$ cat src/hw/rtl/pdenc_pkg.sv
`default_nettype none

package pdenc_pkg;

    localparam int PIXEL_W      = 16;
    localparam int MAPPED_W     = PIXEL_W + 1;
    localparam int BYTE_W       = 8;
    localparam int BUF_DEPTH    = 32;
    localparam int BUF_AW       = $clog2(BUF_DEPTH);
    localparam int COUNT_W      = BUF_AW + 1;
    localparam int PAIR_IDX_W   = 3;
    localparam int SUM_W        = 9;
    localparam int PROD_W       = 2 * SUM_W;
    localparam int CODE_W       = 17;

    localparam logic [MAPPED_W-1:0] DIFF_LIMIT      = MAPPED_W'(129);
    localparam logic [CODE_W-1:0]   ONE_BYTE_LIMIT  = CODE_W'(224);
    localparam logic [CODE_W-1:0]   TWO_BYTE_LIMIT  = CODE_W'(8416);
    localparam logic [15:0]         TWO_BYTE_OFFSET = 16'd57120;
    localparam logic [BYTE_W-1:0]   FIRST_FLAG_BIT  = 8'd128;
    localparam logic [PAIR_IDX_W-1:0] LAST_PAIR     = PAIR_IDX_W'(7);

    localparam logic [1:0] PUSH_ONE  = 2'd0;
    localparam logic [1:0] PUSH_TWO  = 2'd1;
    localparam logic [1:0] PUSH_FOUR = 2'd3;

    typedef struct packed {
        logic accept;
        logic mult;
        logic code;
        logic push;
        logic emit_flag;
        logic emit_byte;
    } pdenc_cmd_t;

    typedef struct packed {
        logic pair_done;
        logic push_final;
        logic group_full;
        logic out_free;
        logic group_empty;
        logic drain_final;
    } pdenc_status_t;

endpackage

`default_nettype wire

$ cat src/hw/rtl/pdenc_if.sv
`default_nettype none

interface pdenc_pixel_if;
    logic               valid;
    logic               ready;
    logic signed [15:0] pixel;
    logic               row_start;

    modport source (output valid, output pixel, output row_start, input ready);
    modport sink (input valid, input pixel, input row_start, output ready);
endinterface

interface pdenc_byte_if;
    logic       valid;
    logic       ready;
    logic [7:0] out_byte;
    logic       last_of_run;

    modport source (output valid, output out_byte, output last_of_run, input ready);
    modport sink (input valid, input out_byte, input last_of_run, output ready);
endinterface

`default_nettype wire

$ cat src/hw/rtl/pdenc_ctrl.sv
`default_nettype none

module pdenc_ctrl
    import pdenc_pkg::*;
(
    input  wire logic          clk,
    input  wire logic          rst_n,
    input  wire logic          in_valid,
    output logic               in_ready,
    input  wire pdenc_status_t status,
    output pdenc_cmd_t         cmd
);

    typedef enum logic [2:0] {
        S_IDLE,
        S_MULT,
        S_CODE,
        S_PUSH,
        S_FLAG,
        S_DRAIN
    } state_t;

    state_t state_reg;
    state_t state_next;
    logic   ready_reg;

    always_comb
    begin
        cmd        = '0;
        state_next = state_reg;
        unique case (state_reg)
            S_IDLE:
            begin
                cmd.accept = in_valid && ready_reg;
                if (cmd.accept && status.pair_done)
                begin
                    state_next = S_MULT;
                end
            end
            S_MULT:
            begin
                cmd.mult   = 1'b1;
                state_next = S_CODE;
            end
            S_CODE:
            begin
                cmd.code   = 1'b1;
                state_next = S_PUSH;
            end
            S_PUSH:
            begin
                cmd.push = 1'b1;
                if (status.push_final)
                begin
                    state_next = status.group_full ? S_FLAG : S_IDLE;
                end
            end
            S_FLAG:
            begin
                if (status.out_free)
                begin
                    cmd.emit_flag = 1'b1;
                    state_next    = status.group_empty ? S_IDLE : S_DRAIN;
                end
            end
            S_DRAIN:
            begin
                if (status.out_free)
                begin
                    cmd.emit_byte = 1'b1;
                    if (status.drain_final)
                    begin
                        state_next = S_IDLE;
                    end
                end
            end
            default:
            begin
                state_next = S_IDLE;
            end
        endcase
    end

    always_ff @(posedge clk or negedge rst_n)
    begin
        if (!rst_n)
        begin
            state_reg <= S_IDLE;
            ready_reg <= 1'b1;
        end
        else
        begin
            state_reg <= state_next;
            ready_reg <= (state_next == S_IDLE);
        end
    end

    assign in_ready = ready_reg;

endmodule

`default_nettype wire

$ cat src/hw/rtl/pdenc_dp.sv
`default_nettype none

module pdenc_dp
    import pdenc_pkg::*;
(
    input  wire logic                       clk,
    input  wire logic                       rst_n,
    input  wire pdenc_cmd_t                 cmd,
    output pdenc_status_t                   status,
    input  wire logic signed [PIXEL_W-1:0]  pixel,
    input  wire logic                       row_start,
    input  wire logic                       out_ready,
    output logic                            out_valid,
    output logic [BYTE_W-1:0]               out_byte,
    output logic                            last_of_run
);

    logic [PIXEL_W-1:0]    prev_reg;
    logic [PIXEL_W-1:0]    first_pix_reg;
    logic [MAPPED_W-1:0]   m1_reg;
    logic                  second_reg;
    logic [PAIR_IDX_W-1:0] pair_idx_reg;
    logic [BYTE_W-1:0]     flag_reg;
    logic [COUNT_W-1:0]    cnt_reg;
    logic [BUF_AW-1:0]     rd_idx_reg;
    logic                  out_valid_reg;
    logic [1:0]            push_left_reg;

    logic [PIXEL_W-1:0]    pix2_reg;
    logic [MAPPED_W-1:0]   m2_reg;
    logic [PROD_W-1:0]     prod_reg;
    logic                  big_reg;
    logic [31:0]           push_bytes_reg;
    logic [BYTE_W-1:0]     rd_data_reg;
    logic [BYTE_W-1:0]     out_byte_reg;
    logic                  last_reg;

    logic [BYTE_W-1:0]     group_mem [BUF_DEPTH];

    logic [PIXEL_W-1:0]    prev_eff;
    logic [MAPPED_W-1:0]   diff;
    logic [MAPPED_W-1:0]   mapped;
    logic                  big;
    logic [SUM_W-1:0]      sum;
    logic [CODE_W-1:0]     code_val;
    logic [15:0]           two_byte;
    logic [BUF_AW-1:0]     rd_addr;
    logic                  clear_group;

    assign prev_eff = row_start ? '0 : prev_reg;
    assign diff     = {pixel[PIXEL_W-1], pixel} - {prev_eff[PIXEL_W-1], prev_eff};
    assign mapped   = {diff[PIXEL_W-1:0], 1'b0} ^ {MAPPED_W{diff[MAPPED_W-1]}};

    assign big      = (m1_reg > DIFF_LIMIT) || (m2_reg > DIFF_LIMIT);
    assign sum      = m1_reg[SUM_W-1:0] + m2_reg[SUM_W-1:0];
    assign code_val = CODE_W'(m2_reg[SUM_W-1:0]) + CODE_W'(prod_reg[PROD_W-1:1]);
    assign two_byte = code_val[15:0] + TWO_BYTE_OFFSET;

    assign rd_addr     = cmd.emit_byte ? rd_idx_reg + BUF_AW'(1) : rd_idx_reg;
    assign clear_group = (cmd.emit_flag && status.group_empty)
                      || (cmd.emit_byte && status.drain_final);

    always_comb
    begin
        status.pair_done   = second_reg && !row_start;
        status.push_final  = (push_left_reg == PUSH_ONE);
        status.group_full  = (pair_idx_reg == LAST_PAIR);
        status.out_free    = !out_valid_reg || out_ready;
        status.group_empty = (cnt_reg == '0);
        status.drain_final = ({1'b0, rd_idx_reg} + COUNT_W'(1)) == cnt_reg;
    end

    always_ff @(posedge clk or negedge rst_n)
    begin
        if (!rst_n)
        begin
            prev_reg      <= '0;
            first_pix_reg <= '0;
            m1_reg        <= '0;
            second_reg    <= 1'b0;
            pair_idx_reg  <= '0;
            flag_reg      <= '0;
            cnt_reg       <= '0;
            rd_idx_reg    <= '0;
            out_valid_reg <= 1'b0;
            push_left_reg <= PUSH_ONE;
        end
        else
        begin
            if (cmd.accept)
            begin
                prev_reg <= pixel;
                if (row_start)
                begin
                    pair_idx_reg <= '0;
                    flag_reg     <= '0;
                    cnt_reg      <= '0;
                end
                if (status.pair_done)
                begin
                    second_reg <= 1'b0;
                end
                else
                begin
                    first_pix_reg <= pixel;
                    m1_reg        <= mapped;
                    second_reg    <= 1'b1;
                end
            end

            if (cmd.code)
            begin
                if (big_reg || code_val >= TWO_BYTE_LIMIT)
                begin
                    push_left_reg <= PUSH_FOUR;
                    flag_reg      <= flag_reg | (FIRST_FLAG_BIT >> pair_idx_reg);
                end
                else if (code_val < ONE_BYTE_LIMIT)
                begin
                    push_left_reg <= PUSH_ONE;
                end
                else
                begin
                    push_left_reg <= PUSH_TWO;
                end
            end

            if (cmd.push)
            begin
                cnt_reg       <= cnt_reg + COUNT_W'(1);
                push_left_reg <= push_left_reg - 2'd1;
                if (status.push_final && !status.group_full)
                begin
                    pair_idx_reg <= pair_idx_reg + PAIR_IDX_W'(1);
                end
            end

            if (clear_group)
            begin
                rd_idx_reg <= '0;
            end
            else if (cmd.emit_byte)
            begin
                rd_idx_reg <= rd_idx_reg + BUF_AW'(1);
            end

            if (clear_group)
            begin
                pair_idx_reg <= '0;
                flag_reg     <= '0;
                cnt_reg      <= '0;
            end

            if (cmd.emit_flag || cmd.emit_byte)
            begin
                out_valid_reg <= 1'b1;
            end
            else if (out_ready)
            begin
                out_valid_reg <= 1'b0;
            end
        end
    end

    always_ff @(posedge clk)
    begin
        if (cmd.accept && status.pair_done)
        begin
            pix2_reg <= pixel;
            m2_reg   <= mapped;
        end

        if (cmd.mult)
        begin
            big_reg  <= big;
            prod_reg <= PROD_W'(sum) * PROD_W'(sum + SUM_W'(1));
        end

        if (cmd.code)
        begin
            if (big_reg || code_val >= TWO_BYTE_LIMIT)
            begin
                push_bytes_reg <= {first_pix_reg, pix2_reg};
            end
            else if (code_val < ONE_BYTE_LIMIT)
            begin
                push_bytes_reg <= {code_val[7:0], 24'd0};
            end
            else
            begin
                push_bytes_reg <= {two_byte, 16'd0};
            end
        end
        else if (cmd.push)
        begin
            push_bytes_reg <= {push_bytes_reg[23:0], 8'd0};
        end

        if (cmd.push)
        begin
            group_mem[cnt_reg[BUF_AW-1:0]] <= push_bytes_reg[31:24];
        end

        rd_data_reg <= group_mem[rd_addr];

        if (cmd.emit_flag)
        begin
            out_byte_reg <= flag_reg;
            last_reg     <= status.group_empty;
        end
        else if (cmd.emit_byte)
        begin
            out_byte_reg <= rd_data_reg;
            last_reg     <= status.drain_final;
        end
    end

    assign out_valid   = out_valid_reg;
    assign out_byte    = out_byte_reg;
    assign last_of_run = last_reg;

endmodule

`default_nettype wire

$ cat src/hw/rtl/pixel_pair_difference_encoder.sv
`default_nettype none
// A first pixel of a pair is stored; a second pixel passes S_MULT, S_CODE and S_PUSH, one
// push per coded byte (1, 2 or 4 writes into the group buffer). The buffer write port and
// the single output register set the rate: after the sixteenth pixel of a group the flag
// byte follows the last write, then one byte a cycle, whenever the output is free.
// rst_n clears the previous pixel, the pair and group state and the output valid at once.
// The group buffer needs no clearing; only entries written in the current group are read.

module pixel_pair_difference_encoder
    import pdenc_pkg::*;
(
    input  wire logic     clk,
    input  wire logic     rst_n,
    pdenc_pixel_if.sink   pixels,
    pdenc_byte_if.source  stream
);

    pdenc_cmd_t    cmd;
    pdenc_status_t status;

    pdenc_ctrl u_ctrl (
        .clk      (clk),
        .rst_n    (rst_n),
        .in_valid (pixels.valid),
        .in_ready (pixels.ready),
        .status   (status),
        .cmd      (cmd)
    );

    pdenc_dp u_dp (
        .clk         (clk),
        .rst_n       (rst_n),
        .cmd         (cmd),
        .status      (status),
        .pixel       (pixels.pixel),
        .row_start   (pixels.row_start),
        .out_ready   (stream.ready),
        .out_valid   (stream.valid),
        .out_byte    (stream.out_byte),
        .last_of_run (stream.last_of_run)
    );

endmodule

`default_nettype wire

$ cat src/flat_wrapper.sv
// flat-port wrapper written by rule: the top's interface ports become plain ports
module pixel_pair_difference_encoder_flat import pdenc_pkg::*;
  (clk, rst_n, pixels_valid, pixels_pixel, pixels_row_start, pixels_ready, stream_valid, stream_out_byte, stream_last_of_run, stream_ready);
  pdenc_pixel_if pixels_i ();
  pdenc_byte_if stream_i ();
  input  wire logic clk;
  input  wire logic rst_n;
  input wire logic [$bits(pixels_i.valid)-1:0] pixels_valid;
  input wire logic [$bits(pixels_i.pixel)-1:0] pixels_pixel;
  input wire logic [$bits(pixels_i.row_start)-1:0] pixels_row_start;
  output wire logic [$bits(pixels_i.ready)-1:0] pixels_ready;
  output wire logic [$bits(stream_i.valid)-1:0] stream_valid;
  output wire logic [$bits(stream_i.out_byte)-1:0] stream_out_byte;
  output wire logic [$bits(stream_i.last_of_run)-1:0] stream_last_of_run;
  input wire logic [$bits(stream_i.ready)-1:0] stream_ready;
  assign pixels_i.valid = pixels_valid;
  assign pixels_i.pixel = pixels_pixel;
  assign pixels_i.row_start = pixels_row_start;
  assign pixels_ready = pixels_i.ready;
  assign stream_valid = stream_i.valid;
  assign stream_out_byte = stream_i.out_byte;
  assign stream_last_of_run = stream_i.last_of_run;
  assign stream_i.ready = stream_ready;
  pixel_pair_difference_encoder u_core (.clk(clk), .rst_n(rst_n), .pixels(pixels_i), .stream(stream_i));
endmodule
$ cat config.mk
export PLATFORM = sky130hd
export DESIGN_NAME = pixel_pair_difference_encoder_flat
export DESIGN_NICKNAME = d
export VERILOG_FILES = /design/src/hw/rtl/pdenc_pkg.sv /design/src/hw/rtl/pdenc_if.sv /design/src/hw/rtl/pdenc_ctrl.sv /design/src/hw/rtl/pdenc_dp.sv /design/src/hw/rtl/pixel_pair_difference_encoder.sv /design/src/flat_wrapper.sv
export SDC_FILE = /design/constraint.sdc
export NUM_CORES = 1
export LEC_CHECK = 0
export ABC_CLOCK_PERIOD_IN_PS = 9400
export BUFFER_PORTS_ARGS = -buffer_cell sky130_fd_sc_hd__buf_2
export CORE_ASPECT_RATIO = 0.9
export CORE_MARGIN = 2
export CORE_UTILIZATION = 43
export DETAILED_ROUTE_END_ITERATION = 10
export PLACE_DENSITY = 0.59
export SYNTH_ARGS = -nofsm -noshare
export SYNTH_HDL_FRONTEND = slang
export SYNTH_SLANG_ARGS = --single-unit
$ cat constraint.sdc
create_clock -name clk -period 9.4 [get_ports clk]
set_input_delay 1.41 -clock clk [delete_from_list [all_inputs] [get_ports clk]]
set_output_delay 1.41 -clock clk [all_outputs]
set_load 0.005 [all_outputs]
### Word-level counts from Yosys, hierarchy flattened

Memories as Yosys holds them, arrays and structs flattened. A register that Yosys moved wholly into a read port is not among the register bits.
Cells that the tools add are included.

* bits in registers: 172
* memory bits (writable): 256
* input port bits: 21
* output and inout bits: 11
* logic and storage cells: 121
* memories: 1

* add/sub/neg operators: 10
* multipliers: 1
* $lt $le $gt $ge: 4
* equal/unequal tests: 7
* shift-type cells: 1
* multiplexer cells: 49
* bitwise gates (word level): 3
* reduce and logical (&&, ||, !) cells: 26

Memories
* u_core.u_dp.group_mem: depth 32, width 8, rd ports 1, clocked after memory_dff 1, wr ports 1, RTL line pdenc_dp.sv:38 `logic [BYTE_W-1:0] group_mem [BUF_DEPTH];`

Operators with widths (number)
* $mux 32: 4
* $mux 8: 7
* $mux 3: 12
* $gt 17x8->1 const B: 2
* $mux 6: 4
* $mul 9x10->18: 1
* $pmux 3 s6: 1
* $add 9x17->17: 1
* $ge 17x14->1 const B: 1
* $lt 17x8->1 const B: 1
* $sub 16x16->17: 1
* $xor 17x17->17: 1
* $add 16x16->16 const B: 1
* $mux 16: 1
* $mux 1: 15
* $add 9x1->10 const B: 1
* $mux 5: 2
* $add 9x9->9: 1
* $eq 3x3->1 const B: 3
* $or 8x8->8: 1
* $shr 8x3->8 const A: 1
* $logic_and 1x1->1: 7
* $add 5x1->6 const B: 1
* $add 6x1->6 const B: 1
* other kinds (16): 30

### Depth between registers and ports, before layout

Gate-level depths: netlist of run 1.

* depth after elaboration: 8
* depth in mapped cells: 27
* gate-level depth less buffers: 27

### Cells and area by module

A second synthesis of run 1 with hierarchy kept.

* cell total of the unflattened synthesis: 1568
* area, all modules: 22281.4 um2

By module, submodules not included
* pdenc_dp: times used 1, cells each 1540, area an instance 22014.9 um2, seq. area each 12487.0 um2
* pdenc_ctrl: times used 1, cells each 28, area an instance 266.5 um2, seq. area each 101.3 um2

### Worst setup path after synthesis of run 1

Ideal clock, no wire load.

* kind: register to register
* start point: register u_core.u_dp.m2_reg[0]
* end point: register u_core.u_dp.prod_reg[16] (data pin)
* library setup time: 266 ps
* arrival time: 6370 ps
* required time: 9134 ps
* path slack: 2764 ps
* stages on the path, launching flop included: 28
* path buffers: 0
* clock period less this slack: 6636 ps
* path through: edfxtp_1 > ha_1 > fa_1 > a21o_1 > a21oi_1 > o21bai_1 > a21oi_1 > xor2_1 > inv_1 > nand3_1 > ha_1 > nand2b_1 > fa_1 > inv_1 > fa_1 > inv_1 > fa_1 > fa_1 > inv_1 > ha_1 > o21ai_0 > a21boi_0 > o21ai_0 > a21boi_0 > o21ai_0 > a21oi_1 > o41ai_1 > xnor2_1

* word-level cells in the longest chain between the ends: 3

Ends and longest elaborated chain
* start, declared: RTL line pdenc_dp.sv:30 `logic [MAPPED_W-1:0] m2_reg;`
* start signal, assigned: RTL line pdenc_dp.sv:170 `m2_reg <= mapped;`
* $add 9x9->9 (*): RTL line pdenc_dp.sv:55 `assign sum = m1_reg[SUM_W-1:0] + m2_reg[SUM_W-1:0];`
* $add 9x1->10: RTL line pdenc_dp.sv:176 `prod_reg <= PROD_W'(sum) * PROD_W'(sum + SUM_W'(1));`
* $mul 9x10->18 (*): RTL line pdenc_dp.sv:176
* end signal, assigned: RTL line pdenc_dp.sv:176
* end, declared: RTL line pdenc_dp.sv:31 `logic [PROD_W-1:0] prod_reg;`

Mark *: on every way between the ends. The rest lies on a longest branch, timed or not.
A chain may end at the register's enable or synchronous reset.

### Final worst setup path of run 1

* start point: register u_core.u_dp.m2_reg[1]
* end point: register u_core.u_dp.prod_reg[17] (data pin)

Same word-level chain as after synthesis.

==> results.yml, run 1 <==
sta:
  fin_crit_ns: 7.516
  relSlewSlack_pct: 18.41
  rsz0062_at_grt: "no"
  hold_violations: 0
  tns_ns: 0
  clock_skew_ns: 0.02473
  fin_crit_sh_pct: 79.96
  worstMarginPinSlew_ns: 1.218
  drv_slew: 0
  max_freq_mhz: 133.0
  final-setup-viol-count: 0
floorplan:
  start_util_pct: 43.75
  ios: 32
  die-width_um: 243.5
  row_count: 78
  die-height_um: 219.6
  core_area_um2: 50750
  design.die.area_um2: 53470
setup_path:
  worstSetupPathType: "flop to flop"
  cp-end-kind: "flop"
  slowest_stage: "xnor2_1"
  crit_start: "u_core.u_dp.m2_reg[1]"
  r2r-start: "u_core.u_dp.m2_reg[1]"
  worst-path-buf-inv: 4
  crit_path_start_kind: "flop"
  crit_family: "adder cells"
  worstPathMaxFanout: 12
  critPathRequiredTime_ns: 9.71
  crit_path_max_incr_delay_ns: 0.73
  arrival_ns: 7.83
yosys:
  netlist_instances: 1595
  yosysUniqueCellTypes: 90
  yosys.area.top_type: "edfxtp_1"
  yosys_warnings: 0
  yosys_register_bits: 435
  ys_seq_area_share_pct: 56.70
  avgSynthCellArea_um2: 13.92
  synth_edf_count: 348
  synthArstFlopShare_pct: 18.16
  synth_area_leaders: "edfxtp_1 47%, dfrtp_1 8.8%, mux4_2 8.1%, fa_1 5.2%, ha_1 5.2%"
  netlist_area_um2: 22200
  synth_top_area_share_pct: 47.07
  yosys_most_used_dff: "edfxtp_1"
  syn_nets: 1766
clock_network:
  clk_root_buffer_cell: "clkbuf_16"
  cts_max_level: 2
  cts.repair.resized: 0
  numCtsBuffers: 44
  ctsHoldBuffers: 0
  cts_sinks: 435
  insertion_delay_ns: 0.59
  clk_pin_slew_ns: 0.06
  tritoncts: "yes"
  clk_path_buf_depth: 3
  cts_setup_buffers: 0
route:
  num_vias: 12740
  firstDrtPassIters: 5
  post_drt_wl_per_cell_um: 20.08
  drtAntennaViolNets: 0
  route.detailed.drc: 0
  wl_um: 47120
  drt_iter0_markers: 858
  post_drt_via_cell_ratio: 5.426
finish:
  syn2layout_area_growth_pct: 10.55
  fillerInstances: 4430
  final_util_pct: 48.36
  largest_register_ffs: 256
  drive_gt1_share_pct: 17.28
  fin_nets: 1802
  num_antenna_cells: 0
  design_area_um2: 24540
placed_design:
  port_buffers: 31
  dp_hpwl_um: 32080
  dpl_cell_area_um2: 23130
  gp_congestion: 0.8173
hold_path:
  worstHoldPathType: "flop to flop"
  hp-start: "u_core.u_dp.first_pix_reg[0]"
global_route:
  met2_usage_pct: 28.31
  met3_usage_pct: 2.521
  grt_overflow: 0
  antenna_found_initial: 1
  grt_usage_pct: 17.86
  grt_pass1_vias: 12680
  grt.busiest_layer: "met2"
  grt_start_max_net_pins: 66
  use_met1_pct: 26.15
  grt_pass1_wl_um: 73790
outcome:
  outcome: "complete, no violations"
flow_run:
  cap_violations: 0
[cell type report]
cell class              count  area [um2]  share of cell area (%)
clock buffers              54        1169                   4.761
clock inverters            28       247.7                   1.009
inverters                 127       476.7                   1.942
multi-input cells         979        8956                   36.49
flip-flops and latches    435       12590                   51.29
well taps                 680       850.8                   3.467
repair buffers             44       255.2                   1.040
[synth_stat cells, drive strengths merged, types with 4 or more instances]
library cell	n
fa	58
o21bai	4
o2111ai	5
o211ai	8
a31oi	6
and3	16
xnor2	48
inv	127
nor2b	14
buf	20
or2	7
a211o	6
or3	16
and2	11
a2111oi	4
o21a	6
xor2	23
nand3b	4
ha	92
o21ai	41
nand2	94
o31ai	6
dfxtp	8
edfxtp	348
a21oi	58
a32o	6
or4	4
nor2	128
nor4	4
dfrtp	78
nand2b	48
mux2	56
mux4	80
nand3	31
clkbuf	34
nor3b	8
nor3	19
a211oi	12
a21o	11
[final timing paths]
kind | to | slack, ns | depth (start not counted)
setup / recovery | u_core.u_dp.prod_reg[17] | 1.88 | 25
hold / removal | u_core.u_dp.first_pix_reg[0] | 0.49 | 2
setup reg to reg | u_core.u_dp.prod_reg[17] | 1.88 | 25
hold reg to reg | u_core.u_dp.first_pix_reg[0] | 0.49 | 2
max in group asynchronous | u_core.u_dp.prev_reg[11] | 7.56 | 2
min in group asynchronous | u_core.u_dp.rd_idx_reg[4] | 0.73 | 1
[cell families (layout without fill, tap and decap cells)]
family                     Yosys count  count (layout)  synth area share, %
muxes                              139             139                11.09
DFF                                435             435                56.70
buffers and inverters              181             253                3.291
and+or+nand+nor                    418             418                9.327
xor gates and xnor gates            71              71                2.801
AOI/OAI and AO/OA                  201             201                6.374
adders and majority gates          150             150                10.41
[cell usage in the layout (no fill, tap or decap), drive strengths merged, types with 44 or more instances in the layout]
cell type	n
a21oi	58
buf	44
clkbuf	54
dfrtp	78
edfxtp	348
fa	58
ha	92
inv	128
mux2	56
mux4	80
nand2	94
nand2b	48
nor2	128
xnor2	48
[metal layers]
metal,vias to the layer above,part of all wire (%),routed length [um]
li1,5926,-,-
met1,6514,47,22200
met2,234,46,21900
met3,61,4.5,2110
met4,0,1.9,900
met5,-,0,0
[metrics by stage]
stage / cells / worst slack (ns) / hold slack [ns]
2_1_floorplan: 1595 / 2.764 / 0.4431
6_report: 2347 / 1.884 / 0.4898
3_5_place_dp: 2265 / 1.920 / 0.4813
4_1_cts: 2347 / 1.916 / 0.4958
3_3_place_gp: 2265 / 2.012 / 0.4644
5_1_grt: 2347 / 1.103 / 0.5169
[worst register-to-register path, stage by stage (launching register included)]
cell	delay, ns
edfxtp_1	0.49
ha_1	0.32
a21o_1	0.17
a21oi_1	0.23
o21bai_1	0.11
a2111oi_0	0.41
nor2_1	0.12
xnor2_1	0.73
inv_1	0.20
ha_1	0.45
nand2b_1	0.20
fa_1	0.50
inv_1	0.05
fa_1	0.49
inv_1	0.05
fa_1	0.46
fa_1	0.54
inv_1	0.04
ha_1	0.31
nand2b_1	0.07
a21boi_0	0.30
o22ai_1	0.18
o211a_1	0.25
nor3_1	0.31
a31oi_1	0.15
xnor2_1	0.14
Power of run 1 is left out: the tool's default activity adds up to more than one toggle a clock period on the data nets, which glitch-free logic cannot reach.
==> inputs of run 2 (changes only) <==
ABC_AREA = 1   (was unset)
ABC_CLOCK_PERIOD_IN_PS = 7000   (was 9400)
clock period = 7 ns   (was 9.4 ns; I/O delays follow)
==> run 2 against run 1 <==
Count of clock-buffer cells in the layout grew 10. Hold slack lost 0.0071 ns. Critical path depth rose by 5. Highest routed layer unchanged. Final area grew 2.7%. Synthesized area increased by 2.7%. Global-route usage increased by 2.8 points.
==> results.yml, run 2 <==
sta:
  hold_violations: 0
  rsz0062_at_grt: "no"
  max_freq_mhz: 152.8
  fin_crit_ns: 6.544
  worstMarginPinSlew_ns: 1.292
  relSlewSlack_pct: 13.87
  fin_crit_sh_pct: 93.48
  tns_ns: 0
  drv_slew: 0
  clock_skew_ns: 0.02817
  final-setup-viol-count: 0
  finalHoldWorstSlack_ns: 0.4826
finish:
  fin_nets: 2469
  fin_cells: 3030
  drive_gt1_share_pct: 7.544
  largest_register_ffs: 256
  num_antenna_cells: 0
  layout_common_cells: "450 x nand2_1, 348 x edfxtp_1, 263 x inv_1"
  final_common_cell: "nand2_1"
  syn2layout_area_growth_pct: 10.54
global_route:
  antenna_found_initial: 0
  grt_pass1_wl_um: 88750
  grt_start_max_net_pins: 85
  grt_pass1_vias: 15930
  grt_usage_pct: 20.69
  grt_overflow: 0
setup_path:
  worstPathMaxFanout: 8
  crit_path_start_kind: "flop"
  regToRegSetupSlack_ns: 0.46
  worstSetupPathType: "flop to flop"
  arrival_ns: 6.84
  crit_path_max_incr_delay_ns: 0.55
  slowest_stage: "fa_1"
  cp-end-kind: "flop"
  crit_path_frequent_cell: "inv_1"
  critPathRequiredTime_ns: 7.29
  reg2reg_depth: 30
yosys:
  avgSynthCellArea_um2: 10.03
  yosys_register_bits: 435
  synth_area_leaders: "edfxtp_1 46%, dfrtp_1 8.6%, nand2_1 7.4%, fa_1 5.1%, ha_1 5.0%"
  yosysUniqueCellTypes: 53
  yosys_warnings: 0
  yosys.area.top_type: "edfxtp_1"
  netlist_area_um2: 22800
  synthArstFlopShare_pct: 18.16
  synthTopCellsByCount: "452 x nand2_1, 348 x edfxtp_1, 266 x inv_1, 259 x nor2_1, 188 x o21ai_0"
  syn_nets: 2444
  ys_seq_area_share_pct: 55.21
  yosysMostFrequentCell: "nand2_1"
  synth_top_area_share_pct: 45.83
  yosys_most_used_dff: "edfxtp_1"
  synth_edf_count: 348
  netlist_instances: 2273
route:
  drt_iter0_markers: 1234
  drtAntennaViolNets: 0
  route.detailed.drc: 0
  post_drt_wl_per_cell_um: 18.50
  wl_um: 56060
  post_drt_via_cell_ratio: 5.283
  firstDrtPassIters: 6
  num_vias: 16010
placed_design:
  port_buffers: 31
  dp_hpwl_um: 37290
  gp_congestion: 0.8862
  dp.cells: 2947
clock_network:
  clk_pin_slew_ns: 0.06
  cts_sinks: 435
  insertion_delay_ns: 0.57
  ctsHoldBuffers: 0
  cts_max_level: 2
  numCtsBuffers: 45
  clk_path_buf_depth: 3
  tritoncts: "yes"
  clk_root_buffer_cell: "clkbuf_16"
floorplan:
  ios: 32
  start_util_pct: 43.23
  die-width_um: 246.7
  die-height_um: 222.5
  row_count: 80
  design.die.area_um2: 54890
  core_area_um2: 52750
hold_path:
  whs_path_depth: 2
  worstHoldPathType: "flop to flop"
flow_run:
  cap_violations: 0
outcome:
  outcome: "complete, no violations"
==> run 2: worst paths after layout <==
check,to,from
setup / recovery,u_core.u_dp.prod_reg[15],u_core.u_dp.m2_reg[0]
hold / removal,u_core.u_dp.prev_reg[14],u_core.u_dp.prev_reg[14]
setup reg to reg,u_core.u_dp.prod_reg[15],u_core.u_dp.m2_reg[0]
hold reg to reg,u_core.u_dp.prev_reg[14],u_core.u_dp.prev_reg[14]
max in group asynchronous,u_core.u_dp.cnt_reg[1],rst_n
min in group asynchronous,u_core.u_dp.prev_reg[9],rst_n
==> run 2: kinds of logic after synthesis <==
logic type / count (synthesis) / synth area share, %
AND/OR/NAND/NOR: 919 / 16.86
flip-flops: 435 / 55.21
AO/OA/AOI/OAI: 357 / 9.383
buffers and inverters: 354 / 6.118
adder cells (fa/ha/maj): 150 / 10.14
XOR/XNOR: 58 / 2.288
==> run 2: layout make-up <==
type                       count  area [um2]
clock inverter                18       226.5
sequential                   435       12590
clock buffer                  64        1257
timing repair buffer          57       352.8
inverter                     275        1033
fill                        4921       27550
multi-input combinational   1484        8874
tap                          697       872.1
==> run 2: timing repair <==
| action | CTS | global route |
|---|---|---|
| buffers inserted | 0 | 1 |
| setup endpoints to repair | 0 | 5 |
| resized for setup | 0 | 8 |
==> run 2: per-stage QoR <==
stage / util (%) / cell area (um2) / setup WS (ns)
floorplan: - / 22800 / 0.6342
global placement: 44.92 / 23700 / 0.4022
detailed placement: 44.92 / 23700 / 0.2178
CTS: 47.74 / 25180 / 0.2037
global route: 47.78 / 25200 / 0.001983
finish: 47.78 / 25200 / 0.4562
==> run 2: critical path: cells and delay by family, from the launching register on <==
kind                       cells  cell delay [ns]
xor gates and xnor gates       1             0.08
buffers and inverters          9             0.76
DFF                            1             0.42
AOI/OAI and AO/OA              5             0.76
adders and majority gates      8             3.38
and+or+nand+nor                7             0.90
==> run 2: metal layers <==
metal	GRT usage (%)	up-vias	routed length, um
met5	0	-	0
met3	3.273	70	3182
met2	34.51	405	26830
met4	4.061	0	945
met1	28.72	7786	25090
li1	-	7745	-
Power of run 2 is left out for the same reason.
==> inputs of run 3 (changes only) <==
CELL_PAD_IN_SITES_DETAIL_PLACEMENT = 0   (was unset)
CELL_PAD_IN_SITES_GLOBAL_PLACEMENT = 2   (was unset)
CORE_UTILIZATION = 42   (was 43)
PLACE_DENSITY = 0.81   (was 0.59)
==> run 3 against run 2 <==
Global-route usage decreased by 0.094 points. Final cell count increased by 0.40%. Critical endpoint unchanged. Largest cell class unchanged. Critical path type unchanged. Register-to-register slack improved by 0.05 ns. Via count decreased by 1.0%.
==> results.yml, run 3 (synthesis results as in run 2) <==
finish:
  largest_register_ffs: 256
  drive_gt1_share_pct: 7.705
  layout_common_cells: "451 x nand2_1, 348 x edfxtp_1, 264 x inv_1"
  syn2layout_area_growth_pct: 10.39
  fillerInstances: 5092
  final_common_cell: "nand2_1"
  fin_nets: 2472
  fin_cells: 3042
global_route:
  grt_start_max_net_pins: 93
  antenna_found_initial: 1
  grt_overflow: 0
  grt_pass1_wl_um: 89470
  grt_pass1_vias: 15680
  grt_usage_pct: 20.60
setup_path:
  worstSetupPathType: "flop to flop"
  reg2reg_depth: 28
  rr_endpoint: "u_core.u_dp.prod_reg[15]"
  r2r-start: "u_core.u_dp.m2_reg[0]"
  critPathRequiredTime_ns: 7.32
  crit_path_max_incr_delay_ns: 0.54
  crit_path_frequent_cell: "fa_1"
  worstPathMaxFanout: 6
  cp-end-kind: "flop"
  worst-path-buf-inv: 5
  crit_path_start_kind: "flop"
  crit_family: "adder cells"
  arrival_ns: 6.82
  regToRegSetupSlack_ns: 0.51
  slowest_stage: "fa_1"
  crit_cells: 28
clock_network:
  clk_pin_slew_ns: 0.06
  cts_sinks: 435
  numCtsBuffers: 46
  tritoncts: "yes"
  cts_max_level: 2
  insertion_delay_ns: 0.59
  clk_path_buf_depth: 3
  clk_root_buffer_cell: "clkbuf_16"
floorplan:
  start_util_pct: 42.21
  core_area_um2: 54020
  die-width_um: 249.6
  ios: 32
  die-height_um: 225.0
  design.die.area_um2: 56170
  row_count: 81
route:
  wl_um: 57540
  firstDrtPassIters: 5
  post_drt_via_cell_ratio: 5.208
  drt_iter0_markers: 1286
  num_vias: 15840
  route.detailed.drc: 0
  post_drt_wl_per_cell_um: 18.91
  drtAntennaViolNets: 0
outcome:
  outcome: "complete, no violations"
sta:
  rsz0062_at_grt: "no"
  tns_ns: 0
  drv_slew: 0
  clock_skew_ns: 0.01782
  worstMarginPinSlew_ns: 1.255
  fin_crit_sh_pct: 92.77
  finalHoldWorstSlack_ns: 0.2674
  hold_violations: 0
  fin_ws_ns: 0.5059
  final-setup-viol-count: 0
  relSlewSlack_pct: 16.36
  fin_crit_ns: 6.494
  max_freq_mhz: 154.0
placed_design:
  gp_congestion: 0.8625
  dp.cells: 2958
  port_buffers: 31
  pre_cts_slack_ns: 0.3040
  dp_hpwl_um: 38670
hold_path:
  worstHoldPathType: "primary input to async pin"
flow_run:
  cap_violations: 0
run 3: what timing repair did:
action / in CTS / in global routing
hold buffers: 0 / 0
setup endpoints to repair: 0 / 4
setup buffers: 0 / 0
resized for setup: 0 / 9
run 3: how the worst max path moves through the flow:
stage                          startpoint                  endpoint
floorplan           u_core.u_dp.m2_reg[0]  u_core.u_dp.prod_reg[15]
global placement    u_core.u_dp.m2_reg[0]  u_core.u_dp.prod_reg[15]
detailed placement  u_core.u_dp.m2_reg[0]  u_core.u_dp.prod_reg[15]
CTS                 u_core.u_dp.m2_reg[0]  u_core.u_dp.prod_reg[15]
global route        u_core.u_dp.m2_reg[0]  u_core.u_dp.prod_reg[15]
finish              u_core.u_dp.m2_reg[0]  u_core.u_dp.prod_reg[15]
run 3: cell type report:
cell class	count	area, um2	share of cell area [%]
timing repair buffer	59	367.9	1.461
sequential	435	12590	50.01
antenna	1	2.502	0.009941
multi-input combinational	1484	8885	35.30
clock buffer	62	1231	4.891
clock inverter	21	181.4	0.7207
inverter	275	1033	4.106
tap	705	882.1	3.504
run 3: stage by stage:
step	instance area, um2	util, %
2_1_floorplan	22800	-
3_3_place_gp	23730	43.93
3_5_place_dp	23730	43.93
4_1_cts	25150	46.55
5_1_grt	25170	46.59
6_report	25170	46.60
run 3: routing by layer:
layer  up-vias  wire (um)  GRT usage (%)
met4         0       1106          4.994
li1       7734          -              -
met5         -          0              0
met3        79       2612          2.714
met2       369      28330          35.72
met1      7660      25490          27.55
Power of run 3 is left out for the same reason.
